<file path="config.mk">
export PLATFORM = sky130hd
export DESIGN_NAME = glyph_bitmap_pixel_expander
export DESIGN_NICKNAME = d
export VERILOG_FILES = /design/src/design/gbpe_pkg.sv /design/src/design/gbpe_front.sv /design/src/design/gbpe_fifo.sv /design/src/design/gbpe_back.sv /design/src/design/glyph_bitmap_pixel_expander.sv
export SDC_FILE = /design/constraint.sdc
export NUM_CORES = 1
export LEC_CHECK = 0
export BUFFER_PORTS_ARGS = -buffer_cell sky130_fd_sc_hd__buf_4
export CAP_MARGIN = 10
export CORE_MARGIN = 8
export CORE_UTILIZATION = 62
export DETAILED_ROUTE_END_ITERATION = 6
export PLACE_DENSITY_LB_ADDON = 0.15
export SKIP_CTS_REPAIR_TIMING = 1
export SLEW_MARGIN = 20
export SYNTH_ARGS = -nofsm -noshare
export SYNTH_HDL_FRONTEND = slang
export SYNTH_SLANG_ARGS = --single-unit
</file>
<file path="constraint.sdc">
create_clock -name clk_i -period 10.92 [get_ports clk_i]
set_input_delay 1.092 -clock clk_i [delete_from_list [all_inputs] [get_ports clk_i]]
set_output_delay 1.092 -clock clk_i [all_outputs]
set_load 0.02 [all_outputs]
</file>
<file path="src/design/gbpe_pkg.sv">
// Shared types and constants for the glyph bitmap pixel expander.
package gbpe_pkg;

  localparam int unsigned PixPerByte   = 8;
  localparam int unsigned ByteW        = 8;
  localparam int unsigned ColorW       = 16;
  localparam int unsigned DimW         = 8;
  localparam int unsigned IndexW       = 16;
  localparam int unsigned CountW       = $clog2(PixPerByte + 1);
  localparam int unsigned BitPosW      = $clog2(PixPerByte);
  localparam int unsigned CfgIdxW      = 3;
  localparam int unsigned CfgDataW     = 16;
  localparam int unsigned FifoDepthDef = 2;

  // Configuration register indexes.
  localparam logic [CfgIdxW-1:0] RegGlyphWidth  = 3'd0;
  localparam logic [CfgIdxW-1:0] RegGlyphHeight = 3'd1;
  localparam logic [CfgIdxW-1:0] RegForeColor   = 3'd2;
  localparam logic [CfgIdxW-1:0] RegBackColor   = 3'd3;
  localparam logic [CfgIdxW-1:0] RegDrawMode    = 3'd4;

  // Draw mode codes; the unused code draws as opaque.
  localparam logic [1:0] ModeOpaque      = 2'd0;
  localparam logic [1:0] ModeTransparent = 2'd1;
  localparam logic [1:0] ModeInverse     = 2'd2;

  // Colors and mode seen by the pixel stage.
  typedef struct packed {
    logic [ColorW-1:0] fore_color;
    logic [ColorW-1:0] backdrop_color;
    logic [1:0]        draw_mode;
  } color_cfg_t;

  // One classified byte waiting to be drawn.
  typedef struct packed {
    logic [ByteW-1:0]  font_byte;
    logic [CountW-1:0] count;
    logic              ends_glyph;
  } job_t;

endpackage

</file>
<file path="src/design/gbpe_front.sv">
// Front stage: accepts bitmap bytes and works out how many pixels each one owes.
module gbpe_front import gbpe_pkg::*; (
  input  logic            clk_i,
  input  logic            rst_ni,
  input  logic [DimW-1:0] glyph_width_i,
  input  logic [DimW-1:0] glyph_height_i,
  input  logic            in_valid_i,
  input  logic [ByteW-1:0] in_byte_i,
  output logic            in_ready_o,
  input  logic            q_full_i,
  output logic            q_push_o,
  output job_t            q_job_o
);

  logic [IndexW-1:0] pixel_index_q, pixel_index_d;
  logic [IndexW-1:0] total;
  logic [IndexW-1:0] base;
  logic [IndexW-1:0] remaining;
  logic [CountW-1:0] count;
  logic              ends_glyph;
  logic              accept;

  assign in_ready_o = !q_full_i;
  assign accept     = in_valid_i && !q_full_i;

  // Glyph size and the pixels still owed for the current glyph.
  always_comb begin
    total      = IndexW'(glyph_width_i) * IndexW'(glyph_height_i);
    base       = (pixel_index_q >= total) ? '0 : pixel_index_q;
    remaining  = total - base;
    count      = (remaining < IndexW'(PixPerByte)) ? remaining[CountW-1:0]
                                                    : CountW'(PixPerByte);
    ends_glyph = (IndexW'(count) == remaining) && (count != '0);
  end

  // Bytes that owe no pixel are taken and dropped.
  assign q_push_o = accept && (count != '0);
  assign q_job_o  = '{font_byte: in_byte_i, count: count, ends_glyph: ends_glyph};

  // Pixel counter restarts after the byte that completes the glyph.
  always_comb begin
    pixel_index_d = pixel_index_q;
    if (accept) begin
      pixel_index_d = ends_glyph ? '0 : base + IndexW'(count);
    end
  end

  always_ff @(posedge clk_i or negedge rst_ni) begin
    if (!rst_ni) begin
      pixel_index_q <= '0;
    end else begin
      pixel_index_q <= pixel_index_d;
    end
  end

endmodule

</file>
<file path="src/design/gbpe_fifo.sv">
// Short queue of classified bytes between the front and pixel stages.
module gbpe_fifo import gbpe_pkg::*; #(
  parameter int unsigned Depth = FifoDepthDef
) (
  input  logic clk_i,
  input  logic rst_ni,
  input  logic push_i,
  input  job_t push_job_i,
  output logic full_o,
  input  logic pop_i,
  output logic valid_o,
  output job_t head_job_o
);

  localparam int unsigned PtrW = (Depth > 1) ? $clog2(Depth) : 1;
  localparam int unsigned CntW = $clog2(Depth + 1);

  job_t            entries_q [Depth];
  logic [PtrW-1:0] wr_ptr_q, wr_ptr_d;
  logic [PtrW-1:0] rd_ptr_q, rd_ptr_d;
  logic [CntW-1:0] fill_q, fill_d;
  logic            do_push, do_pop;

  assign full_o     = (fill_q == CntW'(Depth));
  assign valid_o    = (fill_q != '0);
  assign head_job_o = entries_q[rd_ptr_q];
  assign do_push    = push_i && !full_o;
  assign do_pop     = pop_i && valid_o;

  // Pointer and fill bookkeeping.
  always_comb begin
    wr_ptr_d = wr_ptr_q;
    rd_ptr_d = rd_ptr_q;
    fill_d   = fill_q;
    if (do_push) begin
      wr_ptr_d = (wr_ptr_q == PtrW'(Depth - 1)) ? '0 : wr_ptr_q + 1'b1;
    end
    if (do_pop) begin
      rd_ptr_d = (rd_ptr_q == PtrW'(Depth - 1)) ? '0 : rd_ptr_q + 1'b1;
    end
    if (do_push && !do_pop) begin
      fill_d = fill_q + 1'b1;
    end else if (do_pop && !do_push) begin
      fill_d = fill_q - 1'b1;
    end
  end

  always_ff @(posedge clk_i or negedge rst_ni) begin
    if (!rst_ni) begin
      wr_ptr_q <= '0;
      rd_ptr_q <= '0;
      fill_q   <= '0;
    end else begin
      wr_ptr_q <= wr_ptr_d;
      rd_ptr_q <= rd_ptr_d;
      fill_q   <= fill_d;
    end
  end

  // Entry storage.
  always_ff @(posedge clk_i) begin
    if (do_push) begin
      entries_q[wr_ptr_q] <= push_job_i;
    end
  end

endmodule

</file>
<file path="src/design/gbpe_back.sv">
// Pixel stage: walks the bits of the queued byte and drives the output register.
module gbpe_back import gbpe_pkg::*; (
  input  logic              clk_i,
  input  logic              rst_ni,
  input  color_cfg_t        cfg_i,
  input  logic              q_valid_i,
  input  job_t              q_job_i,
  output logic              q_pop_o,
  output logic              out_valid_o,
  input  logic              out_ready_i,
  output logic [ColorW-1:0] out_color_o,
  output logic              out_keep_o,
  output logic              out_last_byte_o,
  output logic              out_glyph_done_o
);

  logic [BitPosW-1:0] bit_pos_q, bit_pos_d;
  logic               out_valid_q, out_valid_d;
  logic [ColorW-1:0]  color_q, color_d;
  logic               keep_q, keep_d;
  logic               last_byte_q;
  logic               glyph_done_q;
  logic               advance;
  logic               last_pix;

  assign advance  = q_valid_i && (!out_valid_q || out_ready_i);
  assign last_pix = ((CountW'(bit_pos_q) + 1'b1) == q_job_i.count);
  assign q_pop_o  = advance && last_pix;

  // Color of the current pixel.
  always_comb begin
    color_d = cfg_i.backdrop_color;
    keep_d  = 1'b0;
    if (q_job_i.font_byte[bit_pos_q]) begin
      color_d = cfg_i.fore_color;
    end else begin
      case (cfg_i.draw_mode)
        ModeTransparent: begin
          color_d = '0;
          keep_d  = 1'b1;
        end
        ModeInverse: color_d = ~cfg_i.fore_color;
        default:     color_d = cfg_i.backdrop_color;
      endcase
    end
  end

  // Bit position and output handshake.
  always_comb begin
    bit_pos_d   = bit_pos_q;
    out_valid_d = out_valid_q;
    if (advance) begin
      bit_pos_d   = last_pix ? '0 : bit_pos_q + 1'b1;
      out_valid_d = 1'b1;
    end else if (out_ready_i) begin
      out_valid_d = 1'b0;
    end
  end

  always_ff @(posedge clk_i or negedge rst_ni) begin
    if (!rst_ni) begin
      bit_pos_q   <= '0;
      out_valid_q <= 1'b0;
    end else begin
      bit_pos_q   <= bit_pos_d;
      out_valid_q <= out_valid_d;
    end
  end

  // Output payload.
  always_ff @(posedge clk_i) begin
    if (advance) begin
      color_q      <= color_d;
      keep_q       <= keep_d;
      last_byte_q  <= last_pix;
      glyph_done_q <= last_pix && q_job_i.ends_glyph;
    end
  end

  assign out_valid_o      = out_valid_q;
  assign out_color_o      = color_q;
  assign out_keep_o       = keep_q;
  assign out_last_byte_o  = last_byte_q;
  assign out_glyph_done_o = glyph_done_q;

endmodule

</file>
<file path="src/design/glyph_bitmap_pixel_expander.sv">
// Top level of the glyph bitmap pixel expander.
// Each accepted bitmap byte is expanded, bit 0 first, into one 16-bit pixel per
// cycle while the output is not stalled, so a full byte gives eight pixels and
// the last byte of a glyph as many as the glyph has left; the pixel stage, which
// emits one pixel each cycle unless stalled, sets the sustained rate. Bytes are
// taken every cycle while the queue in front of the pixel stage has room, and a
// byte that owes no pixel (zero-size glyph) is taken and dropped. The pixel
// counter runs against width times height and restarts after the byte that ends
// a glyph, which is flagged on m_axis_tlast. Configuration writes take effect on
// the next cycle and are meant for idle periods only.
module glyph_bitmap_pixel_expander import gbpe_pkg::*; #(
  parameter int unsigned FifoDepth = FifoDepthDef
) (
  input  logic                clk_i,
  input  logic                rst_ni,
  input  logic                s_axis_tvalid,
  output logic                s_axis_tready,
  input  logic [7:0]          s_axis_tdata,  // [7:0] font_byte
  output logic                m_axis_tvalid,
  input  logic                m_axis_tready,
  output logic [15:0]         m_axis_tdata,  // [15:0] pixel_color
  output logic                m_axis_tlast,  // glyph_done
  output logic [1:0]          m_axis_tuser,  // [0] keep_existing, [1] last_of_byte
  input  logic                cfg_we_i,
  input  logic [CfgIdxW-1:0]  cfg_idx_i,
  input  logic [CfgDataW-1:0] cfg_data_i
);

  logic [DimW-1:0] glyph_width_q;
  logic [DimW-1:0] glyph_height_q;
  color_cfg_t      color_cfg_q;
  logic            q_full, q_push, q_pop, q_valid;
  job_t            q_in_job, q_head_job;

  // Configuration registers.
  always_ff @(posedge clk_i or negedge rst_ni) begin
    if (!rst_ni) begin
      glyph_width_q              <= DimW'(8);
      glyph_height_q             <= DimW'(8);
      color_cfg_q.fore_color     <= '1;
      color_cfg_q.backdrop_color <= '0;
      color_cfg_q.draw_mode      <= ModeOpaque;
    end else if (cfg_we_i) begin
      case (cfg_idx_i)
        RegGlyphWidth:  glyph_width_q              <= cfg_data_i[DimW-1:0];
        RegGlyphHeight: glyph_height_q             <= cfg_data_i[DimW-1:0];
        RegForeColor:   color_cfg_q.fore_color     <= cfg_data_i[ColorW-1:0];
        RegBackColor:   color_cfg_q.backdrop_color <= cfg_data_i[ColorW-1:0];
        RegDrawMode:    color_cfg_q.draw_mode      <= cfg_data_i[1:0];
        default: ;
      endcase
    end
  end

  gbpe_front u_front (
    .clk_i          (clk_i),
    .rst_ni         (rst_ni),
    .glyph_width_i  (glyph_width_q),
    .glyph_height_i (glyph_height_q),
    .in_valid_i     (s_axis_tvalid),
    .in_byte_i      (s_axis_tdata),
    .in_ready_o     (s_axis_tready),
    .q_full_i       (q_full),
    .q_push_o       (q_push),
    .q_job_o        (q_in_job)
  );

  gbpe_fifo #(
    .Depth (FifoDepth)
  ) u_fifo (
    .clk_i      (clk_i),
    .rst_ni     (rst_ni),
    .push_i     (q_push),
    .push_job_i (q_in_job),
    .full_o     (q_full),
    .pop_i      (q_pop),
    .valid_o    (q_valid),
    .head_job_o (q_head_job)
  );

  gbpe_back u_back (
    .clk_i            (clk_i),
    .rst_ni           (rst_ni),
    .cfg_i            (color_cfg_q),
    .q_valid_i        (q_valid),
    .q_job_i          (q_head_job),
    .q_pop_o          (q_pop),
    .out_valid_o      (m_axis_tvalid),
    .out_ready_i      (m_axis_tready),
    .out_color_o      (m_axis_tdata),
    .out_keep_o       (m_axis_tuser[0]),
    .out_last_byte_o  (m_axis_tuser[1]),
    .out_glyph_done_o (m_axis_tlast)
  );

endmodule

</file>
# Yosys cells after proc, flatten, opt, wreduce, memory -nomap -nowiden
# Memory sizes are Yosys's and may differ from the RTL's.
# Index checks and enable logic that the tools add are counted.
# W data, S select, Z words.
# word_totals
regBits	93
latch_bits	0
mem_bits_rw	26
mem_bits_ro	0
output_inout_bits	21
wordCells	80
n_memories	1
# op_classes
addsub	8
mul	1
div_mod_pow	0
n_lt_le_gt_ge	3
n_eq_ne	9
n_shift	0
n_mux	17
bitwise	1
reduce_logical	25
# memory_table
name	words	word_bits	read_ports	rd_ports_with_merged_regs	wr	line_no	rtl
u_fifo.entries_q	2	13	1	0	1	gbpe_fifo.sv:18	job_t entries_q [Depth];
# op_table
op	count
$mux W16	3
$pmux W16 S2	1
$add A16 B4 Y16	1
$eq A4 B16 Y1	1
$ge A16 B16 Y1	1
$lt A16 B4 Y1 const B	1
$mul A8 B8 Y16	1
$not A16 Y16	1
$sub A16 B16 Y16	1
$logic_and A1 B1 Y1	10
$reduce_and A2 Y1	5
$mux W1	8
$eq A3 B2 Y1 const B	2
$reduce_bool A2 Y1	3
$add A3 B1 Y4 const B	1
$eq A2 B2 Y1 const B	2
$eq A4 B4 Y1	1
$logic_not A1 Y1	4
$lt A3 B4 Y1 const B	1
$mux W2	2
$mux W4	1
$reduce_bool A4 Y1	1
$add A3 B1 Y3 const B	1
$bmux W1 S3	1
9 further kinds	10

# Logic depth before layout (Yosys ltp)
# depth
depth_word	13
ltp_mapped	45

# Hierarchy
# Synthesis repeated with hierarchy kept, for this count alone.
# hier_totals
hier_cells	896
hier_area_um2	9231.4
# modules_own_cells
mod	instances	cells_each	area_per_inst_um2	seq_area_each_um2
gbpe_front	1	594	4708.3	400.4
glyph_bitmap_pixel_expander	1	109	1939.4	1273.7
gbpe_back	1	134	1442.6	670.6
gbpe_fifo	1	59	1141.1	880.8

# Least setup slack after synthesis
# No wires, ideal clock.
# synth_timing
path_kind	reg2reg
start	register glyph_width_q[1]
end	register u_front.pixel_index_q[12]
setup_ns	0.125
arrival_time_ns	9.546
path_slack_ns	1.248
path_stages_with_launch	44
period_less_slack_ns	9.672
path_cell_list	dfrtp_1 -> and2_1 -> fa_1 -> fa_1 -> inv_1 -> fa_1 -> fa_1 -> inv_1 -> ha_1 -> inv_1 -> o21bai_1 -> a21oi_1 -> o21bai_1 -> a21oi_1 -> o21ai_0 -> o41ai_1 -> xor2_1 -> ha_1 -> (+8 left out) -> or3_1 -> a211oi_2 -> o211ai_1 -> nor4b_2 -> nand3_1 -> nor4b_4 -> inv_2 -> or4_1 -> fa_1 -> nor2b_1 -> o21ai_0 -> nand2b_1 -> and3_1 -> nand4_1 -> nor2_1 -> nand2_1 -> a21oi_1 -> mux2i_1
# synth_rtl
element	line_no	rtl
from (decl)	glyph_bitmap_pixel_expander.sv:29	logic [DimW-1:0] glyph_width_q;
from (signal assigned)	glyph_bitmap_pixel_expander.sv:38	glyph_width_q <= DimW'(8);
from (signal assigned)	glyph_bitmap_pixel_expander.sv:45	RegGlyphWidth: glyph_width_q <= cfg_data_i[DimW-1:0];
to (signal assigned)	gbpe_front.sv:52	pixel_index_q <= pixel_index_d;
to (decl)	gbpe_front.sv:15	logic [IndexW-1:0] pixel_index_q, pixel_index_d;

==> impl_metrics.py <==
metrics = {
    "cells_and_area": {
        "area_growth_pct": 15.54,
        "drive_gt1_frac": 0.2500,
        "multi_input_area_sq_um": 5270,
        "seqCellArea_sq_um": 3231,
        "fill_cells": 947,
        "utilization": 0.7332,
        "fin_nets": 1027,
        "n_antenna_cell": 0,
    },
    "setup_path": {
        "cpMostUsedCell": "fa_1",
        "startpoint": "glyph_width_q[1]$_DFFE_PN0P_",
        "worstPathRequired_ps": 11210,
        "crit_slowest_cell": "fa_1",
        "reg2reg_from": "glyph_width_q[1]$_DFFE_PN0P_",
        "cp_data_arrival_time_ps": 10580,
        "criticalPathCategory": "reg2reg",
        "critPathMaxFanout": 9,
        "end_kind": "flip-flop",
        "critical-path-max-stage-delay_ps": 560,
        "start_kind": "flip-flop",
    },
    "synthesis": {
        "synth_ff_type": "dfrtp_1",
        "yosys_register_bits": 119,
        "synth_most_common_cell": "inv_1",
        "synth.avg_cell_area_sq_um": 10.69,
        "synth.top_cell.area_share": 0.1591,
        "ys_warn_count": 0,
        "synth-xor-area-share": 0.03267,
        "ys_types": 72,
        "synthTopCellsByCount": "inv_1 (87), ha_1 (74), nand2_1 (73), mux2_2 (67), and2_1 (57)",
        "synth.area.mux_share": 0.1087,
        "async_flop_share": 0.6218,
        "seq_area_frac_synth": 0.3662,
        "synth-compound-area-share": 0.1034,
        "syn_area_sq_um": 8808,
        "syn_nets": 968,
        "syn_inst": 824,
        "yosys.area.top_type": "dfrtp_1",
        "synth_top_family_by_area": "adder cells",
        "synth.area.top_cells": "dfrtp_1 (16%), edfxtp_1 (15%), ha_1 (11%)",
        "synth_fa_ha_area_frac": 0.1915,
        "synth-edff-count": 45,
        "synth-simple-area-share": 0.1474,
    },
    "die": {
        "pin_count": 53,
        "coreArea_sq_um": 13880,
        "start_util": 0.6346,
        "die_area_sq_um": 18280,
        "dieHeight_microns": 135.2,
        "dieWidth_microns": 135.2,
        "rows": 43,
    },
    "cts": {
        "cts_max_level": 4,
        "cts_tree": "done",
        "clk_pin_slew_worst_paths_ps": 60,
        "cts_buffer_depth": 2,
        "clock_latency_ps": 410,
        "cts_sinks": 119,
        "cts_made_buffers": 17,
        "cts_root_buffer": "clkbuf_16",
    },
    "route": {
        "via_per_inst": 5.956,
        "drt_pass1_iterations": 5,
        "drc_errors": 0,
        "num_vias": 6409,
        "drtIter0Drc": 473,
        "wirelength_microns": 19920,
        "routedWlPerCell_microns": 18.52,
        "route.antenna.remaining_nets": 0,
    },
    "timing": {
        "setup_viol": 0,
        "finalHoldViolations": 0,
        "period_needed_ps": 10290,
        "slew_violations": 0,
        "worstMarginPinSlew_ps": 1036,
        "finalWorstSetupSlack_ps": 629.3,
        "slew_headroom": 0.3057,
        "fin_crit_sh": 0.9424,
        "fmax_mhz": 97.17,
        "skew_ps": 7.522,
    },
    "place": {
        "gp_congestion": 1.007,
        "numPortBuffers": 52,
        "dp_hpwl_microns": 14360,
        "place_ws_ps": -79.97,
    },
    "status": {
        "status": "finished, final reports clean",
    },
    "global_route": {
        "grt_use_total": 0.2275,
        "overflow": 0,
        "antenna_found_initial": 0,
        "grt_pass1_wl_microns": 33440,
        "grt_pass1_vias": 6751,
        "grt_max_degree": 75,
    },
    "worst_hold_path": {
        "hold_start": "u_fifo.wr_ptr_q$_DFFE_PN0P_",
        "hold_class": "reg2reg",
    },
    "run": {
        "drv_cap": 0,
    },
}
-- critical path, delay by kind of cell, from the launching register on --
family | cells | cell delay, ps
compound gates | 15 | 2930
xor+xnor | 1 | 190
fa+ha+maj | 8 | 3390
buf+inv | 5 | 470
flops | 1 | 450
mux | 1 | 110
simple gates | 12 | 2600
-- metrics by stage --
| stage | instance area, sq um | instances | TNS (ps) | hold slack, ps |
|---|---|---|---|---|
| 2_1_floorplan | 8808 | 824 | 0 | 455.5 |
| 3_3_place_gp | 9365 | 1040 | 0 | 474.8 |
| 3_5_place_dp | 9373 | 1041 | -174.9 | 479.1 |
| 4_1_cts | 10040 | 1073 | -358.6 | 489.8 |
| 5_1_grt | 10180 | 1076 | -16.37 | 526.1 |
| 6_report | 10180 | 1076 | 0 | 485.4 |
-- cell type report --
type / instances / share of cell area
Multi-Input combinational cell: 596 / 0.5178
Sequential cell: 119 / 0.3174
Clock buffer: 20 / 0.04598
Timing Repair Buffer: 61 / 0.04500
Inverter: 88 / 0.03246
Tap cell: 180 / 0.02213
Clock inverter: 12 / 0.01918
-- worst paths after layout --
path	cells past startpoint	to	slack, ps
worst max-delay path	42	u_front.pixel_index_q[12]$_DFFE_PN0P_	630
max in group asynchronous	1	glyph_height_q[4]$_DFFE_PN0P_	9420
worst min-delay path	1	u_fifo.wr_ptr_q$_DFFE_PN0P_	490
worst max register to register	42	u_front.pixel_index_q[12]$_DFFE_PN0P_	630
min in group asynchronous	1	u_back.bit_pos_q[0]$_DFFE_PN0P_	830
worst min register to register	1	u_fifo.wr_ptr_q$_DFFE_PN0P_	490
-- cell usage in the layout (no fill, tap or decap), types with 3 or more instances in the layout --
cell type and instances:
mux4_2 5, nor2_1 28, inv_1 87, or2b_1 3, nor4b_1 3, nand2_1 73
o21a_1 9, o211ai_1 9, a21oi_1 23, edfxtp_1 45, dfrtp_2 4, nor2b_1 6
nor3_1 5, o21ai_0 31, dfstp_2 18, ha_1 72, and3_1 8, mux2_2 67
o21bai_1 3, clkbuf_16 18, a21oi_2 7, nand2b_1 12, nor4_1 3, bufinv_16 5
mux2i_1 9, xnor2_1 14, nand4_1 9, clkinv_2 3, nand3_1 10, or3_1 3
fa_1 38, buf_4 61, xor2_1 15, a211oi_2 3, dfrtp_1 52, a21o_1 10
and2_1 57
-- per-layer routing --
metal,wire [microns],vias to the layer above,GRT usage
li1,-,3002,-
met1,8470,3182,0.2808
met2,10010,189,0.3895
met3,932,36,0.04154
met4,512,0,0.08452
met5,0,-,0
-- kinds of logic (layout without fill, tap and decap cells) --
| family | after synthesis | after routing |
|---|---|---|
| and+or+nand+nor | 242 | 242 |
| AOI/OAI and AO/OA | 130 | 130 |
| DFF | 119 | 119 |
| adders and majority gates | 112 | 112 |
| buffers and inverters | 109 | 181 |
| muxes | 81 | 81 |
| xor gates and xnor gates | 31 | 31 |
-- sequential cells by signal (all words and copies together), names as in the netlist --
signal / flops
color_cfg_q: 34
glyph_height_q: 8
glyph_width_q: 8
u_back.bit_pos_q: 3
u_back.out_color_o: 16
u_back.out_glyph_done_o: 1
u_back.out_keep_o: 1
u_back.out_last_byte_o: 1
u_back.out_valid_o: 1
u_fifo.entries_q: 26
u_fifo.fill_q: 2
u_fifo.rd_ptr_q: 1
u_fifo.wr_ptr_q: 1
u_front.pixel_index_q: 16
Power is not shown: default switching activity piles up to over one toggle a cycle in this logic, so the estimate is an artifact.
